[src/rtl/ispe_pkg.sv]
// shared types, codes and constants for the indexed sprite pixel effects core
package ispe_pkg;

   localparam logic [2:0] KIND_PIXEL  = 3'd0;
   localparam logic [2:0] KIND_START  = 3'd1;
   localparam logic [2:0] KIND_GHOST  = 3'd2;
   localparam logic [2:0] KIND_SHADOW = 3'd3;
   localparam logic [2:0] KIND_FADE   = 3'd4;

   localparam logic [1:0] CSR_EFFECT_MODE  = 2'd0;
   localparam logic [1:0] CSR_FADE_STEPS   = 2'd1;
   localparam logic [1:0] CSR_PARTIAL_STEP = 2'd2;
   localparam logic [1:0] CSR_START_PHASE  = 2'd3;

   localparam int unsigned CSR_DATA_W = 9;

   localparam logic [7:0] GHOST_ROW_NONE = 8'hFF;
   localparam logic [8:0] PARTIAL_STEP_RESET = 9'd256;

   localparam int unsigned MODE_TRANSPARENT = 0;
   localparam int unsigned MODE_GHOST       = 1;
   localparam int unsigned MODE_FADE        = 2;
   localparam int unsigned MODE_PREDATOR    = 3;
   localparam logic [3:0]  MODE_PREDATOR_ONLY = 4'b1000;

   typedef struct packed {
      logic [2:0]  kind;
      logic [7:0]  src_pixel;
      logic [7:0]  dst_pixel;
      logic [7:0]  ahead_one;
      logic [7:0]  ahead_two;
      logic [7:0]  ahead_three;
      logic [7:0]  ahead_four;
      logic [7:0]  ahead_five;
      logic [4:0]  ahead_in_limit;
      logic [15:0] table_address;
      logic [7:0]  table_data;
   } req_type;

   typedef struct packed {
      logic [7:0] out_pixel;
      logic       write_enable;
   } rsp_type;

   typedef struct packed {
      logic load_item;
      logic exec;
      logic shadow_rd;
      logic take_shadow;
      logic fade_first;
      logic fade_next;
      logic take_fade;
      logic load_rsp;
   } cmd_type;

   typedef struct packed {
      logic kind_pixel;
      logic skip;
      logic ghost_go;
      logic fade_go;
      logic fade_last;
   } status_type;

   typedef enum logic [6:0] {
      ST_IDLE   = 7'b0000001,
      ST_EXEC   = 7'b0000010,
      ST_GHOST  = 7'b0000100,
      ST_SHADOW = 7'b0001000,
      ST_FSTART = 7'b0010000,
      ST_FADE   = 7'b0100000,
      ST_OUT    = 7'b1000000
   } state_type;

   // predator offset of pixel ahead, by phase
   function automatic logic [2:0] pred_offset(input logic [2:0] phase);
      logic [2:0] off;
      case (phase)
         3'd0:    off = 3'd1;
         3'd1:    off = 3'd3;
         3'd2:    off = 3'd2;
         3'd3:    off = 3'd5;
         3'd4:    off = 3'd2;
         3'd5:    off = 3'd3;
         3'd6:    off = 3'd4;
         default: off = 3'd1;
      endcase
      return off;
   endfunction

endpackage

[src/rtl/ispe_ctrl.sv]
// sequencer for item decode, table lookups, fade chain and result beat
module ispe_ctrl import ispe_pkg::*; (
   input  logic       clock,
   input  logic       reset,
   input  logic       req_valid,
   output logic       req_ready,
   output logic       rsp_valid,
   input  logic       rsp_ready,
   input  status_type status,
   output cmd_type    cmd
);

   state_type state_ff, state_in;
   logic      rsp_valid_ff, rsp_valid_in;
   logic      out_free;

   assign req_ready = (state_ff == ST_IDLE);
   assign rsp_valid = rsp_valid_ff;
   assign out_free  = !rsp_valid_ff || rsp_ready;

   always_comb begin
      state_in = state_ff;
      cmd      = '0;
      case (state_ff)
         ST_IDLE: begin
            if (req_valid) begin
               cmd.load_item = 1'b1;
               state_in      = ST_EXEC;
            end
         end
         ST_EXEC: begin
            cmd.exec = 1'b1;
            if (!status.kind_pixel) begin
               state_in = ST_IDLE;
            end else if (status.skip) begin
               state_in = ST_OUT;
            end else begin
               state_in = ST_GHOST;
            end
         end
         ST_GHOST: begin
            if (status.ghost_go) begin
               cmd.shadow_rd = 1'b1;
               state_in      = ST_SHADOW;
            end else begin
               state_in = ST_FSTART;
            end
         end
         ST_SHADOW: begin
            cmd.take_shadow = 1'b1;
            state_in        = ST_FSTART;
         end
         ST_FSTART: begin
            if (status.fade_go) begin
               cmd.fade_first = 1'b1;
               state_in       = ST_FADE;
            end else begin
               state_in = ST_OUT;
            end
         end
         ST_FADE: begin
            if (status.fade_last) begin
               cmd.take_fade = 1'b1;
               state_in      = ST_OUT;
            end else begin
               cmd.fade_next = 1'b1;
            end
         end
         ST_OUT: begin
            if (out_free) begin
               cmd.load_rsp = 1'b1;
               state_in     = ST_IDLE;
            end
         end
         default: begin
            state_in = ST_IDLE;
         end
      endcase
   end

   always_comb begin
      rsp_valid_in = rsp_valid_ff;
      if (cmd.load_rsp) begin
         rsp_valid_in = 1'b1;
      end else if (rsp_ready) begin
         rsp_valid_in = 1'b0;
      end
   end

   always_ff @(posedge clock) begin
      if (reset) begin
         state_ff     <= ST_IDLE;
         rsp_valid_ff <= 1'b0;
      end else begin
         state_ff     <= state_in;
         rsp_valid_ff <= rsp_valid_in;
      end
   end

endmodule

[config.mk]
export PLATFORM = sky130hd
export DESIGN_NAME = ispe_ctrl
export DESIGN_NICKNAME = d
export VERILOG_FILES = /design/src/rtl/ispe_pkg.sv /design/src/rtl/ispe_ctrl.sv
export SDC_FILE = /design/constraint.sdc
export NUM_CORES = 1
export LEC_CHECK = 0
export BUFFER_PORTS_ARGS = -buffer_cell sky130_fd_sc_hd__buf_2
export CAP_MARGIN = 20
export CORE_UTILIZATION = 35
export DETAILED_ROUTE_END_ITERATION = 16
export MAX_ROUTING_LAYER = met4
export SLEW_MARGIN = 5
export SYNTH_ARGS = -nofsm -noshare
export SYNTH_HDL_FRONTEND = slang
export SYNTH_SLANG_ARGS = --single-unit
[constraint.sdc]
create_clock -name clock -period 2.2 [get_ports clock]
set_input_delay 0.44 -clock clock [delete_from_list [all_inputs] [get_ports clock]]
set_output_delay 0.44 -clock clock [all_outputs]
set_load 0.02 [all_outputs]
==> impl_metrics.csv, run 1 <==
group,metric,value,unit
outcome,outcome,"finished, final reports clean",
timing,finalHoldViolations,0,
global_routing,antenna_found_initial,0,
routing,drt-total-wl,1240,um
placed_design,io_buffers,18,
placed_design,dp_slack,383,ps
logic_synthesis,netlist_area,544,sq um
timing,relSlewSlack,66.2,%
layout,post-route-util,49.6,%
floorplanning,rows,13,
logic_synthesis,synth_mux_area_share,1.84,%
cts,clkLatencyLatePin,250,ps
critical_path,arrival,1660,ps
logic_synthesis,yosysWarnings,0,
critical_path,reg2reg_from,"state_ff[2]",
logic_synthesis,synth_cells,67,
layout,drive_gt1_share,33.7,%
layout,final_nets,97,
timing,rsz0062_at_grt,"false",
global_routing,grt_start_max_net_pins,12,
cts,tritoncts,"done",
layout,layout_common_cells,"18 x buf_2, 8 x nor2_1, 8 x dfxtp_1",
logic_synthesis,synth_xor_area_share,1.61,%
cts,cts-root-buf,"clkbuf_4",
pwr,p_leak,0.292,nW
timing,skew,1.24,ps
routing,antenna_left,0,
pwr,ir_drop,430,uV
floorplanning,die_area,0.00172,sq mm
logic_synthesis,synth_compound_area_share,20.0,%
critical_path,worstPathMaxFanout,8,
placed_design,dp_hpwl,927,um
timing,min_period,2100,ps
critical_path,endpoint_kind,"output pin",
routing,vias,536,
layout,fillers,146,
timing,timing.hold.ws,374,ps
logic_synthesis,synth_fa_ha_area_share,0,%
routing,first_pass_iters,4,
floorplanning,ios,19,
layout,final_common_cell,"buf_2",
global_routing,grt_pass1_wl,1950,um
critical_path,worstPathRequired,1760,ps
floorplanning,fp.dieW,41.4,um
floorplanning,core_area,0.00137,sq mm
critical_path,crit_type,"flip-flop to output pin",
routing,drcViolationCount,0,
global_routing,first_global_vias,465,
floorplanning,initial_core_util,39.8,%
timing,fin_tns_setup,0,ps
layout,final_cell_area,678,sq um
timing,clock.fmax,0.476,GHz
routing,routed_via_density,5.31,
worst_hold_path,hp-class,"input pin to flip-flop",
global_routing,grt_overflow,0,
cts,clkTransAtPathRegs,60,ps
logic_synthesis,synthFlopType,"dfxtp_1",
timing,setup_viol,0,
logic_synthesis,synthTopCellsByArea,"dfxtp_1 29%, nor2_1 5.5%, and3_1 4.6%, nand3b_1 4.1%, or3_4 4.1%",
placed_design,place_area,643,sq um
cts,cts_num_sinks,8,
logic_synthesis,synthDistinctLibCells,31,
placed_design,place.gp.congestion,0.801,
layout,stdcell_count,101,
logic_synthesis,async_flop_share,0,%
worst_hold_path,hold_start,"status[3]",
pwr,p_per_area,615,mW/mm^2
timing,slew_viol_final,0,
logic_synthesis,synth_edf_count,0,
timing,worst_pin_slew,503,ps
logic_synthesis,synth_top_family_by_area,"simple AND/OR/NAND/NOR gates",
global_routing,track_usage,15.1,%
pwr,power,0.417,mW
logic_synthesis,syn_area_per_cell,8.12,sq um
logic_synthesis,synth-simple-area-share,42.5,%
critical_path,startpoint_type,"flip-flop",
logic_synthesis,yosysTopAreaCellShare,29.4,%
layout,area_growth,24.6,%
critical_path,crit_start,"state_ff[2]",
placed_design,place_inst,98,
cts,htree_levels,1,
routing,wire_per_inst,12.3,um
routing,drtIter0Drc,7,
cts,cts_buffers,3,
logic_synthesis,ys_ff_latch,8,
logic_synthesis,seq_area_frac_synth,29.4,%
critical_path,reg2reg_slack,630,ps
logic_synthesis,syn-num-nets,76,
cts,cts_buffer_depth,2,
flow_run,drv_cap,0,
timing,min_period_over_period,95.6,%
logic_synthesis,yosysTopAreaCell,"dfxtp_1",
layout,insertedDiodeCount,0,
floorplanning,die_h,41.4,um
timing,setup_slack,97.5,ps
[cell type report]
| cell class | instances | area [sq um] | area share [%] |
|---|---|---|---|
| multi-input cells | 54 | 372 | 54.8 |
| well taps | 15 | 18.8 | 2.77 |
| flip-flops and latches | 8 | 160 | 23.6 |
| repair buffers | 19 | 97.6 | 14.4 |
| clock buffers | 3 | 22.5 | 3.32 |
| inverters | 2 | 7.51 | 1.11 |
[state kept, by name (all words and copies together) (netlist names)]
signal,flops
rsp_valid,1
state_ff,7
[power by group]
| part | internal (mW) | leakage, nW | switching (mW) | total, mW |
|---|---|---|---|---|
| combinational | 0.0620 | 0.213 | 0.0693 | 0.131 |
| sequential | 0.153 | 0.0649 | 0.0175 | 0.171 |
| clock | 0.0626 | 0.0138 | 0.0522 | 0.115 |
[metal layers]
| layer | GRT usage, % | vias to the layer above | wire length, um |
|---|---|---|---|
| met5 | - | - | 0 |
| li1 | - | 287 | - |
| met1 | 20.2 | 227 | 616 |
| met4 | 7.74 | 0 | 25 |
| met2 | 20.3 | 18 | 518 |
| met3 | 4.35 | 4 | 78 |
[worst max-delay path, stage by stage (launching register included)]
cell and delay [ps]:
dfxtp_1 360, or3_4 430, or3_4 350, nor2_1 100, buf_2 170
[Yosys cell counts, drive strengths merged (2+ instances only)]
library cell and count:
a211oi 2, or3b 2, nand3b 3, o21ai 3
nor3 4, nand2b 3, buf 3, dfxtp 8
nand2 4, nor2b 3, inv 2, nor2 8
a21oi 2, or3 2, and3 4
[kinds of logic (layout without fill, tap and decap cells)]
| family | count (synthesis) | after routing |
|---|---|---|
| multiplexers | 1 | 1 |
| XOR/XNOR | 1 | 1 |
| flip-flops | 8 | 8 |
| buffers and inverters | 5 | 24 |
| AND/OR/NAND/NOR | 38 | 38 |
| AO/OA/AOI/OAI | 14 | 14 |
[worst paths after layout]
path                       to  depth (start not counted)
hold / removal    state_ff[2]                          2
setup / recovery       cmd[3]                          4
setup reg to reg  state_ff[0]                          4
hold reg to reg     rsp_valid                          2
[what timing repair did]
item                       4_1_cts  5_1_grt
hold buffers                     0        0
gates resized for setup          0        2
setup endpoints to repair        0        1
setup buffers                    0        0
(Power assumes the default switching activity.)
==> run 2: changes to the inputs <==
BUFFER_PORTS_ARGS = -buffer_cell sky130_fd_sc_hd__clkbuf_2   (was -buffer_cell sky130_fd_sc_hd__buf_2)
HOLD_SLACK_MARGIN = 0.06   (was unset)
==> run 2 against run 1 <==
  * Sequential power hardly changed
  * Final cell count stayed put
  * Clock power hardly changed
  * Count of clock-buffer cells in the layout stayed put
  * Global-route usage is 0.56 points lower
  * Die area stayed put
  * Clock skew hardly changed
==> impl_metrics.csv, run 2 (synthesis gave the netlist of run 1 again) <==
group,metric,value,unit
timing,clock.fmax,0.476,GHz
pwr,p_per_area,610,mW/mm^2
layout,ff_latch_area,160,sq um
routing,drtIter0Drc,6,
critical_path,reg2reg_from,"state_ff[3]",
critical_path,worstPathMaxFanout,8,
worst_hold_path,hold_start,"status[3]",
cts,cts_buffers,3,
cts,ctsResizeCount,0,
cts,cts-root-buf,"clkbuf_4",
timing,finalHoldViolations,0,
critical_path,worstPathRequired,1760,ps
timing,slew_viol_final,0,
floorplanning,fp.dieW,41.4,um
routing,first_pass_iters,4,
layout,layout_common_cells,"18 x clkbuf_2, 8 x nor2_1, 8 x dfxtp_1",
layout,final_common_cell,"clkbuf_2",
floorplanning,ios,19,
pwr,p_leak,0.286,nW
global_routing,track_usage,14.5,%
layout,largest-register,"state_ff",
outcome,outcome,"finished, final reports clean",
critical_path,arrival,1660,ps
timing,skew,1.46,ps
placed_design,place_inst,98,
pwr,power_switching_share,32.9,%
global_routing,grt_start_max_net_pins,12,
placed_design,place.gp.congestion,0.801,
routing,drcViolationCount,0,
cts,htree_levels,1,
floorplanning,die_area,0.00172,sq mm
timing,timing.hold.ws,382,ps
critical_path,endpoint_kind,"output pin",
timing,relSlewSlack,66.3,%
cts,cts_num_sinks,8,
critical_path,reg2reg_slack,640,ps
layout,fillers,145,
cts,clkTransAtPathRegs,60,ps
timing,setup_viol,0,
critical_path,crit_type,"flip-flop to output pin",
placed_design,dp_hpwl,962,um
layout,largest_reg_flops,7,
worst_hold_path,whs_path_depth,2,
cts,clkLatencyLatePin,250,ps
global_routing,grt_overflow,0,
timing,min_period_over_period,95.4,%
timing,rsz0062_at_grt,"false",
placed_design,io_buffers,18,
floorplanning,rows,13,
worst_hold_path,holdPathEnd,"state_ff[2]",
routing,wire_per_inst,12.1,um
worst_hold_path,hp-class,"input pin to flip-flop",
critical_path,startpoint_type,"flip-flop",
critical_path,reg2regPathDepth,4,
cts,cts_buffer_depth,2,
timing,min_period,2100,ps
layout,multiInputGateArea,372,sq um
cts,tritoncts,"done",
pwr,p_clk_share,27.4,%
layout,insertedDiodeCount,0,
floorplanning,initial_core_util,39.8,%
layout,final_nets,97,
global_routing,first_global_vias,434,
routing,vias,553,
flow_run,drv_cap,0,
critical_path,reg2reg_to,"state_ff[0]",
floorplanning,core_area,0.00137,sq mm
timing,worst_pin_slew,502,ps
routing,routed_via_density,5.48,
global_routing,antenna_found_initial,0,
pwr,ir_drop,336,uV
routing,drt-total-wl,1220,um
pwr,switchingPower,0.136,mW
pwr,seq_power_share,41.2,%
floorplanning,die_h,41.4,um
layout,area_growth,24.6,%
timing,fin_tns_setup,0,ps
layout,stdcell_count,101,
cts,post_cts_buffers,0,
pwr,internal_power,0.278,mW
global_routing,grt_pass1_wl,1870,um
cts,hold_buffers,0,
pwr,combPwrFrac,31.5,%
layout,post-route-util,49.6,%
layout,drive_gt1_share,33.7,%
routing,antenna_left,0,
==> run 2: worst max path at each step <==
stage                     start      to  slack (ps)  depth (start not counted)
floorplan           state_ff[2]  cmd[3]         380                          3
global placement    state_ff[2]  cmd[0]         370                          5
detailed placement  state_ff[2]  cmd[0]         360                          5
CTS                 state_ff[2]  cmd[0]          80                          5
global route        state_ff[2]  cmd[0]           6                          5
finish              state_ff[2]  cmd[3]         100                          4
==> run 2: layout make-up <==
cell class / count / area share, %
multi-input combinational: 54 / 54.8
sequential: 8 / 23.6
timing repair buffer: 19 / 14.4
clock buffer: 3 / 3.32
tap: 15 / 2.77
inverter: 2 / 1.11
==> run 2: metrics by stage <==
stage / setup WS (ps) / total power [mW] / instance area [sq um]
floorplan: 382 / 0.261 / 544
global placement: 371 / 0.297 / 643
detailed placement: 357 / 0.297 / 643
CTS: 76.5 / 0.410 / 666
global route: 6.16 / 0.443 / 678
finish: 101 / 0.414 / 678
==> run 2: routing by layer <==
metal | up-vias | wire length (um) | track usage (%)
met1 | 253 | 648 | 19.9
met3 | 2 | 45 | 2.61
met2 | 12 | 513 | 19.1
met4 | 0 | 12 | 9.68
li1 | 286 | - | -
met5 | - | 0 | -
==> run 2: critical path, stage by stage (launching register included) <==
cell	delay (ps)
dfxtp_1	360
or3_4	430
or3_4	350
nor2_1	100
clkbuf_2	170
==> run 2: power groups by stage <==
stage	combinational, mW	clock (mW)	sequential [mW]
2_1_floorplan	0.0927	0	0.168
3_3_place_gp	0.126	0	0.171
3_5_place_dp	0.125	0	0.171
4_1_cts	0.126	0.116	0.168
5_1_grt	0.143	0.126	0.173
6_report	0.130	0.113	0.170
==> run 3: changes to the inputs <==
ABC_AREA = 1   (was unset)
==> run 3 against run 2 <==
  * Synthesized cell count is 31% higher
  * Cell area is 1.7% lower
  * Largest power group unchanged
  * Utilization is 0.82 points lower
  * Highest routed layer unchanged
  * Critical endpoint is now cmd[5]
  * Maximum frequency is 18% higher
  * Synthesized area is 0.23% lower
==> impl_metrics.csv, run 3 <==
group,metric,value,unit
outcome,outcome,"finished, final reports clean",
critical_path,startpoint_type,"flip-flop",
worst_hold_path,whs_path_depth,3,
routing,antenna_left,0,
floorplanning,die_area,0.00171,sq mm
floorplanning,rows,13,
routing,first_pass_iters,4,
logic_synthesis,seq_area_frac_synth,29.5,%
critical_path,crit_start,"state_ff[4]",
timing,worst_pin_slew,198,ps
routing,drtIter0Drc,10,
logic_synthesis,syn-num-nets,97,
cts,clkLatencyLatePin,250,ps
pwr,ir_drop,257,uV
cts,hold_buffers,0,
global_routing,first_global_vias,440,
placed_design,io_buffers,18,
cts,cts_buffers,3,
pwr,power_switching_share,33.5,%
layout,post-route-util,48.8,%
logic_synthesis,syn_area_per_cell,6.17,sq um
layout,largest-register,"state_ff",
timing,setup_viol,0,
pwr,internal_power,0.254,mW
critical_path,slowest_stage,"dfxtp_1",
timing,min_period_over_period,80.9,%
pwr,p_clk_share,28.2,%
timing,clock.fmax,0.562,GHz
timing,timing.hold.ws,432,ps
global_routing,antenna_found_initial,0,
logic_synthesis,synth_edf_count,0,
cts,htree_levels,1,
logic_synthesis,synthFlopType,"dfxtp_1",
cts,cts-root-buf,"clkbuf_4",
routing,drcViolationCount,0,
cts,cts_num_sinks,8,
layout,area_growth,22.8,%
layout,final_common_cell,"inv_1",
pwr,p_leak,0.373,nW
critical_path,endpoint_kind,"output pin",
layout,largest_reg_flops,7,
logic_synthesis,synthMostInstantiatedCell,"inv_1",
layout,drive_gt1_share,35.2,%
flow_run,drv_cap,0,
routing,wire_per_inst,8.61,um
cts,ctsResizeCount,0,
floorplanning,initial_core_util,39.7,%
placed_design,place.gp.congestion,0.758,
cts,post_cts_buffers,0,
critical_path,cpPeakStageDelay,340,ps
logic_synthesis,yosysTopAreaCell,"dfxtp_1",
pwr,power,0.382,mW
layout,insertedDiodeCount,0,
critical_path,cp_common_cell,"nor2_1",
layout,layout_common_cells,"20 x inv_1, 18 x nor2_1, 18 x clkbuf_2",
pwr,combPwrFrac,30.0,%
logic_synthesis,ys_ff_latch,8,
critical_path,crit_type,"flip-flop to output pin",
global_routing,track_usage,17.3,%
logic_synthesis,yosysWarnings,0,
layout,final_nets,119,
global_routing,grt_pass1_wl,1760,um
logic_synthesis,synth_cells,88,
critical_path,reg2regPathDepth,8,
logic_synthesis,async_flop_share,0,%
routing,vias,526,
timing,relSlewSlack,86.8,%
cts,cts_buffer_depth,2,
critical_path,worstPathMaxFanout,4,
cts,clkTransAtPathRegs,50,ps
pwr,p_per_area,573,mW/mm^2
placed_design,dp_hpwl,897,um
timing,fin_tns_setup,0,ps
pwr,seq_power_share,41.8,%
critical_path,path_cells,"nor2_4 > nand2_4 > nor2_1 > inv_1 > nor2_1 > clkbuf_2",
worst_hold_path,hp-class,"input pin to flip-flop",
routing,routed_via_density,4.28,
critical_path,worstPathRequired,1760,ps
timing,finalHoldViolations,0,
global_routing,grt_overflow,0,
logic_synthesis,yosysTopAreaCellShare,29.5,%
logic_synthesis,netlist_area,543,sq um
timing,min_period,1780,ps
logic_synthesis,synthTopCellsByCount,"20 x inv_1, 18 x nor2_1, 13 x nand2_1",
floorplanning,fp.dieW,41.4,um
timing,slew_viol_final,0,
pwr,switchingPower,0.128,mW
routing,drt-total-wl,1060,um
timing,rsz0062_at_grt,"false",
floorplanning,die_h,41.4,um
critical_path,reg2reg_from,"state_ff[2]",
critical_path,reg2reg_slack,970,ps
logic_synthesis,synthDistinctLibCells,16,
logic_synthesis,synthTopCellsByArea,"dfxtp_1 29%, inv_1 14%, nor2_1 12%, nand2_1 9.0%, nor2_2 6.9%",
floorplanning,ios,19,
timing,skew,0.973,ps
cts,tritoncts,"done",
floorplanning,core_area,0.00137,sq mm
critical_path,arrival,1340,ps
critical_path,worstSetupEndpoint,"cmd[5]",
global_routing,grt_start_max_net_pins,8,
critical_path,reg2reg_to,"state_ff[6]",
[run 3: cell families after synthesis]
kind of cell / share of synthesized area, %
AOI/OAI and AO/OA: 4.84
buffers and inverters: 16.6
DFF: 29.5
and+or+nand+nor: 49.1
[run 3: final cells by class]
type	count	area (sq um)
inverter	22	82.6
clock buffer	3	22.5
fill	153	699
timing repair buffer	18	90.1
multi-input combinational	57	293
tap	15	18.8
sequential	8	160
[run 3: how the worst min path moves through the flow]
stage / startpoint / end / slack, ps
floorplan: reset / rsp_valid / 510
global placement: rsp_valid / rsp_valid / 560
detailed placement: rsp_valid / rsp_valid / 570
CTS: status[2] / state_ff[3] / 430
global route: status[2] / state_ff[3] / 440
finish: status[2] / state_ff[3] / 430
[run 3: worst max-delay path, delay by kind of cell (launching register included)]
family	cells	cell delay (ps)
AND/OR/NAND/NOR	4	500
flip-flops	1	340
buffers and inverters	2	260
[run 3: power groups by stage]
stage	Combinational, mW	Sequential [mW]	Clock, mW
6_report	0.115	0.160	0.108
5_1_grt	0.131	0.161	0.121
4_1_cts	0.115	0.160	0.110
3_5_place_dp	0.114	0.163	0
3_3_place_gp	0.114	0.163	0
2_1_floorplan	0.0844	0.162	0
[run 3: metal layers]
metal | part of all wire, % | wire [um] | GRT usage, %
met4 | 1.6 | 17 | 12.1
met5 | 0 | 0 | -
met3 | 3.0 | 32 | 3.19
met1 | 49 | 524 | 20.5
met2 | 46 | 484 | 26.2
[run 3: metrics by stage]
stage | cells | instance area [sq um] | setup slack [ps]
floorplan | 88 | 543 | 650
global placement | 120 | 644 | 689
detailed placement | 120 | 644 | 683
CTS | 123 | 667 | 409
global route | 123 | 667 | 267
finish | 123 | 667 | 421
